## src/hdl/rgbhsv_pkg.sv

```systemverilog
// Shared types and constants for the RGB to HSV converter.
// Used by every module of the block; depends on nothing.
package rgbhsv_pkg;

    localparam int COMPONENT_BITS = 8;
    localparam int COMP_FULL      = (1 << COMPONENT_BITS) - 1;
    // 2^16 = COMP_FULL * BRIGHT_MULT + 2^BRIGHT_SHIFT
    localparam int BRIGHT_SHIFT   = 16 % COMPONENT_BITS;
    localparam int BRIGHT_MULT    = (65536 - (1 << BRIGHT_SHIFT)) / COMP_FULL;
    // 60 degrees in radians, Q3.13
    localparam int HUE_SIXTH      = 8579;
    localparam int SECTOR_W       = COMPONENT_BITS + 3;
    localparam int DIV_QW         = 17;
    localparam int DIV_W          = COMPONENT_BITS + DIV_QW;

    typedef logic [COMPONENT_BITS-1:0] comp_t;

    typedef struct packed {
        comp_t red;
        comp_t green;
        comp_t blue;
    } rgb_t;

    typedef struct packed {
        logic [15:0] hue;
        logic [16:0] saturation;
        logic [16:0] brightness;
    } hsv_t;

    typedef struct packed {
        comp_t               hi;
        comp_t               delta;
        logic [SECTOR_W-1:0] n;
        logic [16:0]         bright;
        logic                grey;
    } front_item_t;

endpackage

```

## src/hdl/rgb_to_hsv.sv

```systemverilog
// Top level of the RGB to HSV converter.
// Depends on rgbhsv_pkg, rgbhsv_front, rgbhsv_fifo and rgbhsv_back.
//
// Usage:
//   rgb channel (rgb_valid / rgb_ready / rgb) carries one pixel per item:
//   unsigned red, green and blue components.
//   hsv channel (hsv_valid / hsv_ready / hsv) returns one item per pixel:
//   hue in radians (Q3.13), saturation and value (Q1.16, 65536 is 1.0).
//   A grey pixel gives hue 0 and saturation 0.
// Timing:
//   Throughput is one pixel per clock when nothing stalls. A pixel passes
//   the front register, the queue, then in the back end its input register
//   and the two 17-stage restoring dividers (one quotient bit per stage).
//   The front end registers max, delta, hue numerator and value, then
//   a two-entry queue decouples it from the back end.
// Reset:
//   rst_n clears all valid flags and the queue; items in flight are dropped, none is made up.
// Stall:
//   While hsv_ready is low with a result waiting, the back end holds; the
//   queue and front register keep taking pixels until they fill, then
//   rgb_ready drops.
module rgb_to_hsv (
    input  logic               clk,
    input  logic               rst_n,
    input  logic               rgb_valid,
    output logic               rgb_ready,
    input  rgbhsv_pkg::rgb_t   rgb,
    output logic               hsv_valid,
    input  logic               hsv_ready,
    output rgbhsv_pkg::hsv_t   hsv
);
    import rgbhsv_pkg::*;

    // front end to queue
    logic        fq_valid;
    logic        fq_ready;
    front_item_t fq_item;
    // queue to back end
    logic        qb_valid;
    logic        qb_ready;
    front_item_t qb_item;

    rgbhsv_front u_front (
        .clk        (clk),
        .rst_n      (rst_n),
        .rgb_valid  (rgb_valid),
        .rgb_ready  (rgb_ready),
        .rgb        (rgb),
        .item_valid (fq_valid),
        .item_ready (fq_ready),
        .item       (fq_item)
    );

    rgbhsv_fifo u_fifo (
        .clk        (clk),
        .rst_n      (rst_n),
        .push_valid (fq_valid),
        .push_ready (fq_ready),
        .push_data  (fq_item),
        .pop_valid  (qb_valid),
        .pop_ready  (qb_ready),
        .pop_data   (qb_item)
    );

    rgbhsv_back u_back (
        .clk        (clk),
        .rst_n      (rst_n),
        .item_valid (qb_valid),
        .item_ready (qb_ready),
        .item       (qb_item),
        .hsv_valid  (hsv_valid),
        .hsv_ready  (hsv_ready),
        .hsv        (hsv)
    );

`ifndef SYNTH
    a_range : assert property (@(posedge clk) disable iff (!rst_n)
        hsv_valid |-> (hsv.saturation <= 17'd65536) && (hsv.brightness <= 17'd65536)
                      && (hsv.hue <= 16'd51473))
        else $error("hsv result out of range");

    a_grey : assert property (@(posedge clk) disable iff (!rst_n)
        (hsv_valid && hsv.saturation == 17'd0) |-> (hsv.hue == 16'd0))
        else $error("grey pixel with non-zero hue");

    a_black : assert property (@(posedge clk) disable iff (!rst_n)
        (hsv_valid && hsv.brightness == 17'd0) |-> (hsv.saturation == 17'd0))
        else $error("black pixel with non-zero saturation");
`endif

endmodule

```

## src/hdl/rgbhsv_front.sv

```systemverilog
// Front end: takes a pixel, finds max, min, delta, hue numerator and value.
// Depends on rgbhsv_pkg.
module rgbhsv_front (
    input  logic                     clk,
    input  logic                     rst_n,
    input  logic                     rgb_valid,
    output logic                     rgb_ready,
    input  rgbhsv_pkg::rgb_t         rgb,
    output logic                     item_valid,
    input  logic                     item_ready,
    output rgbhsv_pkg::front_item_t  item
);
    import rgbhsv_pkg::*;

    localparam int CB = COMPONENT_BITS;

    logic                 valid_reg;
    logic                 valid_next;
    front_item_t          item_reg;
    front_item_t          item_next;

    comp_t                hi;
    comp_t                lo;
    comp_t                delta;
    logic signed [CB+3:0] r_s;
    logic signed [CB+3:0] g_s;
    logic signed [CB+3:0] b_s;
    logic signed [CB+3:0] d_s;
    logic signed [CB+3:0] n_s;
    logic [2*CB-1:0]      bx;
    logic [CB:0]          bsum;
    logic [1:0]           bfix;

    always_comb
    begin
        hi = rgb.red;
        lo = rgb.red;
        if (rgb.green > hi)
        begin
            hi = rgb.green;
        end
        if (rgb.blue > hi)
        begin
            hi = rgb.blue;
        end
        if (rgb.green < lo)
        begin
            lo = rgb.green;
        end
        if (rgb.blue < lo)
        begin
            lo = rgb.blue;
        end
        delta = hi - lo;

        r_s = $signed({4'b0, rgb.red});
        g_s = $signed({4'b0, rgb.green});
        b_s = $signed({4'b0, rgb.blue});
        d_s = $signed({4'b0, delta});
        if (rgb.red == hi)
        begin
            n_s = g_s - b_s;
        end
        else if (rgb.green == hi)
        begin
            n_s = (d_s <<< 1) + b_s - r_s;
        end
        else
        begin
            n_s = (d_s <<< 2) + r_s - g_s;
        end
        if (n_s < 0)
        begin
            n_s = n_s + (d_s <<< 2) + (d_s <<< 1);
        end

        // value = hi * 2^16 / COMP_FULL, split into a product and a small fold
        bx   = (2*CB)'(hi) << BRIGHT_SHIFT;
        bsum = {1'b0, bx[2*CB-1:CB]} + {1'b0, bx[CB-1:0]};
        if (bsum >= (CB+1)'(2 * COMP_FULL))
        begin
            bfix = 2'd2;
        end
        else if (bsum >= (CB+1)'(COMP_FULL))
        begin
            bfix = 2'd1;
        end
        else
        begin
            bfix = 2'd0;
        end

        item_next.hi     = hi;
        item_next.delta  = delta;
        item_next.n      = n_s[SECTOR_W-1:0];
        item_next.bright = 17'(hi) * 17'(BRIGHT_MULT) + 17'(bx[2*CB-1:CB]) + 17'(bfix);
        item_next.grey   = (delta == '0);
    end

    assign rgb_ready  = !valid_reg || item_ready;
    assign valid_next = rgb_ready ? rgb_valid : valid_reg;

    always_ff @(posedge clk or negedge rst_n)
    begin
        if (!rst_n)
        begin
            valid_reg <= 1'b0;
        end
        else
        begin
            valid_reg <= valid_next;
        end
    end

    always_ff @(posedge clk)
    begin
        if (rgb_valid && rgb_ready)
        begin
            item_reg <= item_next;
        end
    end

    assign item_valid = valid_reg;
    assign item       = item_reg;

endmodule

```

## src/hdl/rgbhsv_fifo.sv

```systemverilog
// Two-entry queue between front and back ends.
// Depends on rgbhsv_pkg.
module rgbhsv_fifo (
    input  logic                     clk,
    input  logic                     rst_n,
    input  logic                     push_valid,
    output logic                     push_ready,
    input  rgbhsv_pkg::front_item_t  push_data,
    output logic                     pop_valid,
    input  logic                     pop_ready,
    output rgbhsv_pkg::front_item_t  pop_data
);
    import rgbhsv_pkg::*;

    front_item_t mem [2];
    logic        wr_ptr_reg;
    logic        wr_ptr_next;
    logic        rd_ptr_reg;
    logic        rd_ptr_next;
    logic [1:0]  count_reg;
    logic [1:0]  count_next;
    logic        push;
    logic        pop;

    assign push_ready = (count_reg != 2'd2);
    assign pop_valid  = (count_reg != 2'd0);
    assign push       = push_valid && push_ready;
    assign pop        = pop_valid && pop_ready;
    assign pop_data   = mem[rd_ptr_reg];

    always_comb
    begin
        wr_ptr_next = push ? !wr_ptr_reg : wr_ptr_reg;
        rd_ptr_next = pop ? !rd_ptr_reg : rd_ptr_reg;
        count_next  = count_reg + 2'(push) - 2'(pop);
    end

    always_ff @(posedge clk or negedge rst_n)
    begin
        if (!rst_n)
        begin
            wr_ptr_reg <= 1'b0;
            rd_ptr_reg <= 1'b0;
            count_reg  <= 2'd0;
        end
        else
        begin
            wr_ptr_reg <= wr_ptr_next;
            rd_ptr_reg <= rd_ptr_next;
            count_reg  <= count_next;
        end
    end

    always_ff @(posedge clk)
    begin
        if (push)
        begin
            mem[wr_ptr_reg] <= push_data;
        end
    end

endmodule

```

## src/hdl/rgbhsv_div.sv

```systemverilog
// Pipelined restoring divider, one quotient bit per stage.
// Depends on rgbhsv_pkg; quotient must fit in DIV_QW bits.
module rgbhsv_div (
    input  logic                               clk,
    input  logic                               en,
    input  logic [rgbhsv_pkg::DIV_W-1:0]       dividend,
    input  rgbhsv_pkg::comp_t                  divisor,
    output logic [rgbhsv_pkg::DIV_QW-1:0]      quotient
);
    import rgbhsv_pkg::*;

    localparam int CB = COMPONENT_BITS;

    comp_t             rem_reg  [DIV_QW];
    comp_t             rem_next [DIV_QW];
    comp_t             den_reg  [DIV_QW];
    logic [DIV_QW-1:0] low_reg  [DIV_QW];
    logic [DIV_QW-1:0] q_reg    [DIV_QW];
    logic [DIV_QW-1:0] q_next   [DIV_QW];

    for (genvar s = 0; s < DIV_QW; s++)
    begin : g_stage
        localparam int BIT = DIV_QW - 1 - s;

        comp_t             rem_in;
        comp_t             den_in;
        logic [DIV_QW-1:0] low_in;
        logic [DIV_QW-1:0] q_in;
        logic [CB:0]       trial;
        logic [CB:0]       diff;
        logic              ge;

        if (s == 0)
        begin : g_first
            assign rem_in = dividend[DIV_W-1:DIV_QW];
            assign den_in = divisor;
            assign low_in = dividend[DIV_QW-1:0];
            assign q_in   = '0;
        end
        else
        begin : g_rest
            assign rem_in = rem_reg[s-1];
            assign den_in = den_reg[s-1];
            assign low_in = low_reg[s-1];
            assign q_in   = q_reg[s-1];
        end

        always_comb
        begin
            trial = {rem_in, low_in[BIT]};
            diff  = trial - {1'b0, den_in};
            ge    = (trial >= {1'b0, den_in});
            rem_next[s] = ge ? diff[CB-1:0] : trial[CB-1:0];
            q_next[s]      = q_in;
            q_next[s][BIT] = ge;
        end

        always_ff @(posedge clk)
        begin
            if (en)
            begin
                rem_reg[s] <= rem_next[s];
                den_reg[s] <= den_in;
                low_reg[s] <= low_in;
                q_reg[s]   <= q_next[s];
            end
        end
    end

    assign quotient = q_reg[DIV_QW-1];

endmodule

```

## src/hdl/rgbhsv_back.sv

```systemverilog
// Back end: forms the divisions for saturation and hue and holds the result.
// Depends on rgbhsv_pkg and rgbhsv_div.
module rgbhsv_back (
    input  logic                     clk,
    input  logic                     rst_n,
    input  logic                     item_valid,
    output logic                     item_ready,
    input  rgbhsv_pkg::front_item_t  item,
    output logic                     hsv_valid,
    input  logic                     hsv_ready,
    output rgbhsv_pkg::hsv_t         hsv
);
    import rgbhsv_pkg::*;

    logic              en;
    logic              s0_valid_reg;
    logic [DIV_W-1:0]  hue_num_reg;
    logic [DIV_W-1:0]  sat_num_reg;
    comp_t             delta_reg;
    comp_t             hi_reg;
    logic [16:0]       bright0_reg;
    logic              grey0_reg;

    logic              vld_reg    [DIV_QW];
    logic [16:0]       bright_reg [DIV_QW];
    logic              grey_reg   [DIV_QW];

    logic [DIV_QW-1:0] hue_q;
    logic [DIV_QW-1:0] sat_q;

    // whole pipeline advances together; the last stage is the output register
    assign en         = !vld_reg[DIV_QW-1] || hsv_ready;
    assign item_ready = en;

    always_ff @(posedge clk or negedge rst_n)
    begin
        if (!rst_n)
        begin
            s0_valid_reg <= 1'b0;
            for (int i = 0; i < DIV_QW; i++)
            begin
                vld_reg[i] <= 1'b0;
            end
        end
        else if (en)
        begin
            s0_valid_reg <= item_valid;
            vld_reg[0]   <= s0_valid_reg;
            for (int i = 1; i < DIV_QW; i++)
            begin
                vld_reg[i] <= vld_reg[i-1];
            end
        end
    end

    always_ff @(posedge clk)
    begin
        if (en)
        begin
            hue_num_reg   <= DIV_W'(item.n) * DIV_W'(HUE_SIXTH);
            sat_num_reg   <= DIV_W'({item.delta, 16'b0});
            delta_reg     <= item.delta;
            hi_reg        <= item.hi;
            bright0_reg   <= item.bright;
            grey0_reg     <= item.grey;
            bright_reg[0] <= bright0_reg;
            grey_reg[0]   <= grey0_reg;
            for (int i = 1; i < DIV_QW; i++)
            begin
                bright_reg[i] <= bright_reg[i-1];
                grey_reg[i]   <= grey_reg[i-1];
            end
        end
    end

    rgbhsv_div u_hue_div (
        .clk      (clk),
        .en       (en),
        .dividend (hue_num_reg),
        .divisor  (delta_reg),
        .quotient (hue_q)
    );

    rgbhsv_div u_sat_div (
        .clk      (clk),
        .en       (en),
        .dividend (sat_num_reg),
        .divisor  (hi_reg),
        .quotient (sat_q)
    );

    assign hsv_valid      = vld_reg[DIV_QW-1];
    assign hsv.hue        = grey_reg[DIV_QW-1] ? 16'd0 : hue_q[15:0];
    assign hsv.saturation = grey_reg[DIV_QW-1] ? 17'd0 : sat_q;
    assign hsv.brightness = bright_reg[DIV_QW-1];

endmodule

```

## config.mk

```make
export PLATFORM = sky130hd
export DESIGN_NAME = rgb_to_hsv
export DESIGN_NICKNAME = d
export VERILOG_FILES = /design/src/hdl/rgbhsv_pkg.sv /design/src/hdl/rgb_to_hsv.sv /design/src/hdl/rgbhsv_front.sv /design/src/hdl/rgbhsv_fifo.sv /design/src/hdl/rgbhsv_div.sv /design/src/hdl/rgbhsv_back.sv
export SDC_FILE = /design/constraint.sdc
export NUM_CORES = 2
export LEC_CHECK = 0
export BUFFER_PORTS_ARGS = -buffer_cell sky130_fd_sc_hd__buf_2
export CORE_MARGIN = 1.5
export CORE_UTILIZATION = 40
export DETAILED_ROUTE_END_ITERATION = 10
export HOLD_SLACK_MARGIN = 0.15
export PLACE_DENSITY = 0.59
export SLEW_MARGIN = 25
export SYNTH_ARGS = -nofsm -noshare
export SYNTH_HDL_FRONTEND = slang
export SYNTH_SLANG_ARGS = --single-unit
```

## constraint.sdc

```tcl
create_clock -name clk -period 76.9 [get_ports clk]
set_clock_uncertainty 0.05 [all_clocks]
set_input_delay 7.69 -clock clk [delete_from_list [all_inputs] [get_ports clk]]
set_output_delay 7.69 -clock clk [all_outputs]
set_load 0.03 [all_outputs]
```

* Word level (Yosys, flattened, before mapping) *
Memory sizes are Yosys's and may differ from the RTL's.
Cells that the tools add are included.

word-level totals
  bits in writable memories = 2096
  word-level logic and storage cells = 194
  bits in latches = 0
  memory bits (read-only) = 0
  memories = 11
  register bits after elaboration = 127

memory list
  memory                    words  width  rd ports  clocked after Yosys merged registers in  write ports  RTL line           RTL
  u_back.bright_reg         17     17     17        0                                        17           rgbhsv_back.sv:25  logic [16:0] bright_reg [DIV_QW];
  u_back.u_hue_div.low_reg  17     17     16        0                                        17           rgbhsv_div.sv:17   logic [DIV_QW-1:0] low_reg [DIV_QW];
  u_back.u_hue_div.q_reg    17     17     17        0                                        17           rgbhsv_div.sv:18   logic [DIV_QW-1:0] q_reg [DIV_QW];
  u_back.u_sat_div.low_reg  17     17     16        0                                        17           rgbhsv_div.sv:17
  u_back.u_sat_div.q_reg    17     17     17        0                                        17           rgbhsv_div.sv:18
  u_back.u_hue_div.den_reg  17     8      16        0                                        17           rgbhsv_div.sv:16   comp_t den_reg [DIV_QW];
  5 more memories           n/a    n/a    n/a       n/a                                      n/a          n/a

cells by class
  bitwise logic cells = 0
  add/subtract/negate cells = 45
  reduce and logical (&&, ||, !) cells = 11
  multipliers = 2
  multiplexer cells = 49
  shift-type cells = 0
  divide/modulo/power cells = 0
  order comparisons = 41
  eq/ne operators = 3

operators with widths
  cell                                                                count
  two-way mux 8 bit                                                   38
  greater-or-equal comparator 9 x 8 -> 1 bit                          33
  subtractor 8 bit                                                    35
  multiplier 11 x 14 -> 25 bit (second input constant)                1
  two-way mux 12 bit                                                  2
  subtractor 12 x 9 -> 12 bit                                         2
  adder 17 x 2 -> 17 bit                                              1
  multiplier 8 x 9 -> 17 bit (second input constant)                  1
  two-way mux 17 bit                                                  1
  == test 8 bit                                                       2
  > comparator 8 bit                                                  2
  < comparator 8 bit                                                  2
  two-way mux 16 bit                                                  1
  < comparator 12 x 1 -> 1 bit (second input constant)                1
  adder 10 x 8 -> 11 bit                                              1
  adder 11 x 10 -> 11 bit                                             1
  adder 11 bit                                                        1
  two-way mux 11 bit                                                  1
  adder 9 x 8 -> 10 bit                                               1
  greater-or-equal comparator 8 x 9 -> 1 bit (second input constant)  1
  subtractor 8 x 8 -> 9 bit                                           1
  greater-or-equal comparator 8 bit                                   1
  greater-or-equal comparator 8 bit (second input constant)           1
  logical NOT 8 bit                                                   1
  9 further kinds                                                     19

* Logic depth before layout (Yosys ltp) *
  depth after elaboration = 12
  depth in mapped cells = 46

* Hierarchy *
A second synthesis with hierarchy kept.

unflattened totals
  cells, all modules = 4755
  area total of the unflattened synthesis = 72146.7 µm²

by module, submodules not included
  module                         cells each  area each (µm²)  times used  seq. area each (µm²)
  rgbhsv_div (u_back.u_sat_div)  1615        24601.1          1           16365.7
  rgbhsv_div (u_back.u_hue_div)  1633        24090.6          1           16365.7
  rgbhsv_back                    708         14086.0          1           11410.9
  rgbhsv_front                   637         5900.7           1           1376.3
  rgbhsv_fifo                    162         3468.3           1           2802.7

* Worst setup path after synthesis *
OpenSTA, ideal clock, no wires.

  path type = input -> register
  from = in hsv_ready
  to = reg u_back.vld_reg[1] in the netlist's numbering
  slack = 28.877 ns
  stages = 4
  library setup time = 0.202 ns
  data required time = 76.648 ns
  arrival time = 47.770 ns
  path through = nand2b_1 > clkbuf_1 > buf_1 > mux2_2

on the way
  longest elaborated chain between the ends = 1

ends and longest elaborated chain
  what                            RTL line           RTL
  start: declaration              rgb_to_hsv.sv:29   input logic hsv_ready,
  logical OR 1 bit                rgbhsv_back.sv:32  assign en = !vld_reg[DIV_QW-1] || hsv_ready;
  end signal: indexed assignment  rgbhsv_back.sv:51  vld_reg[i] <= vld_reg[i-1];
  end: declaration                rgbhsv_back.sv:24  logic vld_reg [DIV_QW];

No other way between the ends.
A chain may end at the register's enable or synchronous reset.

==> flow_summary.yaml <==
synth:
  synth_area_sq_mm: 0.0641
  synth_top_family_by_area: "adder cells"
  synth-compound-area-share: 0.0749
  ys.warnings.count: 0
  syn_nets: 4882
  seq_area_frac_synth: 0.682
  synthAdderAreaFrac: 0.100
  synth_seq_cells: 1460
  yosysUniqueCellTypes: 84
  synth_mux_area_frac: 0.0159
  synth_xor_area_frac: 0.0245
  async_reset_ff_frac: 0.0158
  syn_avg_cell_area_sq_um: 14.6
  synth-simple-area-share: 0.0710
  syn_inst: 4377
  synth_flop_cell: "edfxtp_1"
  synth_edf_count: 1437
worst_setup_path:
  setup.worst_path.class: "input port to flop"
  reg2reg_from: "u_fifo.rd_ptr_reg"
  r2r_slack_ns: 70.77
  crit_end: "u_front.item[28]"
  r2r_cells: 21
  setup.worst_path.start: "rgb[9]"
  cpPeakStageDelay_ns: 0.73
  cpMaxStageDelayCell: "xnor2_1"
  crit_arrival_ns: 18.00
  crit_cells: 39
  r2r-end: "u_back.hue_num_reg[18]"
  cp_top_family: "compound AO/OA/AOI/OAI gates"
  end_kind: "flop"
  worst-path-buf-inv: 4
  start_kind: "input port"
  required_ns: 77.46
  cp_max_fo: 17
detailed_routing:
  postRouteAntennaNets: 0
  drt_pre_antenna_iters: 5
  totalWireLength_um: 98700
  vias_per_cell: 4.84
  drc: 0
  wl_per_cell_um: 14.6
  drt_iter0_markers: 1784
  vias: 32800
floorplanning:
  dieArea_sq_mm: 0.163
  die_x_um: 403
  fp.dieH_um: 403
  num_rows: 146
  initial_core_util: 0.404
  io_pins: 80
  coreArea_sq_mm: 0.159
hold_path:
  hp-class: "flop to flop"
  min_path_cells: 0
sta:
  rsz0062_at_grt: "false"
  final-setup-viol-count: 0
  slew_viol_final: 0
  slew_headroom: 0.305
  hold-worst-slack_ns: 0.351
  fin_setup_tns_ns: 0
  max_slew.worst_pin.slew_ns: 1.04
  fmax_ghz: 0.0573
  fin_ws_ns: 59.46
  hold_viol: 0
  period_needed_ns: 17.44
  period_share: 0.227
clock_tree:
  h-tree-depth: 4
  holdBufCountCts: 0
  cts_tree: "yes"
  cts.clk_slew.worst_paths_ns: 0.06
  cts_num_sinks: 1460
  numCtsBuffers: 156
  post_cts_buffers: 0
  cts-root-buf: "clkbuf_16"
  clkLatencyLatePin_ns: 0.77
  cts.repair.resized: 0
  clk_path_buf_depth: 3
final_layout:
  final_layout_size_suffix_gt1_frac: 0.0892
  final_cell_mix: "1437 x edfxtp_1, 471 x inv_1, 418 x ha_1, 333 x o21ai_0, 238 x nand2_1"
  instances_no_fill: 6780
  largest_register_ffs: 289
  nNetsFinal: 5084
  n_antenna_cell: 0
  final_common_cell: "edfxtp_1"
  area_growth_pct: 12.6
placed_design:
  place_inst: 6491
  hpwl_um: 66600
  gp_congestion: 0.838
  port_buffers: 79
  placement.setup.worst_slack_ns: 58.69
grt:
  overflow: 0
  grt_pass1_wl_um: 164000
  antenna_found_initial: 2
  grt_pass1_vias: 33400
  track_usage: 0.124
  grt_max_degree: 202
run_status:
  outcome: "finished clean"
flow_run:
  maxCapViolCount: 0
-- worst min path at each step --
| stage | startpoint | end | slack, ns |
|---|---|---|---|
| 5_1_grt | u_back.u_sat_div.q_reg[0][180] | u_back.u_sat_div.q_reg[0][197] | 0.35 |
| 4_1_cts | u_back.bright_reg[0][55] | u_back.bright_reg[0][72] | 0.35 |
| 2_1_floorplan | u_back.bright0_reg[0] | u_back.bright_reg[0][0] | 0.35 |
| 6_report | u_back.u_sat_div.q_reg[0][162] | u_back.u_sat_div.q_reg[0][179] | 0.35 |
| 3_3_place_gp | u_back.u_hue_div.low_reg[0][61] | u_back.u_hue_div.low_reg[0][78] | 0.35 |
| 3_5_place_dp | u_back.bright_reg[0][90] | u_back.bright_reg[0][107] | 0.35 |
-- kinds of logic after synthesis --
family | count (synthesis)
buffers and inverters | 528
and+or+nand+nor | 884
AOI/OAI and AO/OA | 757
adders and majority gates | 480
DFF | 1460
muxes | 92
xor gates and xnor gates | 176
-- worst reg2reg max path, delay by kind of cell, from the launching register on --
family,cells,cell delay (ns)
fa+ha+maj,5,2.20
compound gates,8,1.60
buf+inv,4,0.73
flops,1,0.66
mux,1,0.33
simple gates,2,0.23
xor+xnor,1,0.09
-- synthesized netlist by cell type, types with 23 or more instances --
master / n / area share
and2_1: 69 / 0.0067
or4_1: 33 / 0.0039
xor2_1: 84 / 0.011
clkbuf_1: 51 / 0.0030
dfrtp_1: 23 / 0.0090
nand2b_1: 101 / 0.0099
a21o_1: 98 / 0.011
o211a_1: 34 / 0.0053
inv_1: 471 / 0.028
fa_1: 59 / 0.018
ha_1: 418 / 0.082
xnor2_1: 90 / 0.012
nor2_1: 179 / 0.010
o31ai_1: 63 / 0.0074
nand3_1: 34 / 0.0027
nand2_1: 238 / 0.014
nand4_1: 59 / 0.0058
mux2_2: 57 / 0.010
o21ai_0: 333 / 0.026
mux2i_1: 29 / 0.0045
a21oi_1: 116 / 0.0091
nor2b_1: 130 / 0.013
edfxtp_1: 1437 / 0.67
-- through the flow --
| step | instance area [sq um] | util |
|---|---|---|
| floorplan | 64100 | - |
| global placement | 67100 | 0.423 |
| detailed placement | 67100 | 0.423 |
| CTS | 72100 | 0.454 |
| global route | 72200 | 0.455 |
| finish | 72200 | 0.455 |
-- routing by layer --
metal / track usage / routed length (um) / vias to the layer above
li1: - / - / 16500
met3: 0.0251 / 3610 / 210
met5: 0 / 16 / -
met1: 0.148 / 42300 / 15800
met2: 0.216 / 49400 / 396
met4: 0.0530 / 3430 / 2
-- cell type report --
class / count / area [sq um]
fillers: 13900 / 86500
flip-flops and latches: 1460 / 43700
multi-input cells: 2389 / 18400
clock buffers: 189 / 4110
well taps: 2072 / 2590
inverters: 471 / 1770
clock inverters: 98 / 951
repair buffers: 101 / 646
Power is left out: the tool's default activity adds up to more than one toggle a clock period on the data nets, which glitch-free logic cannot reach.
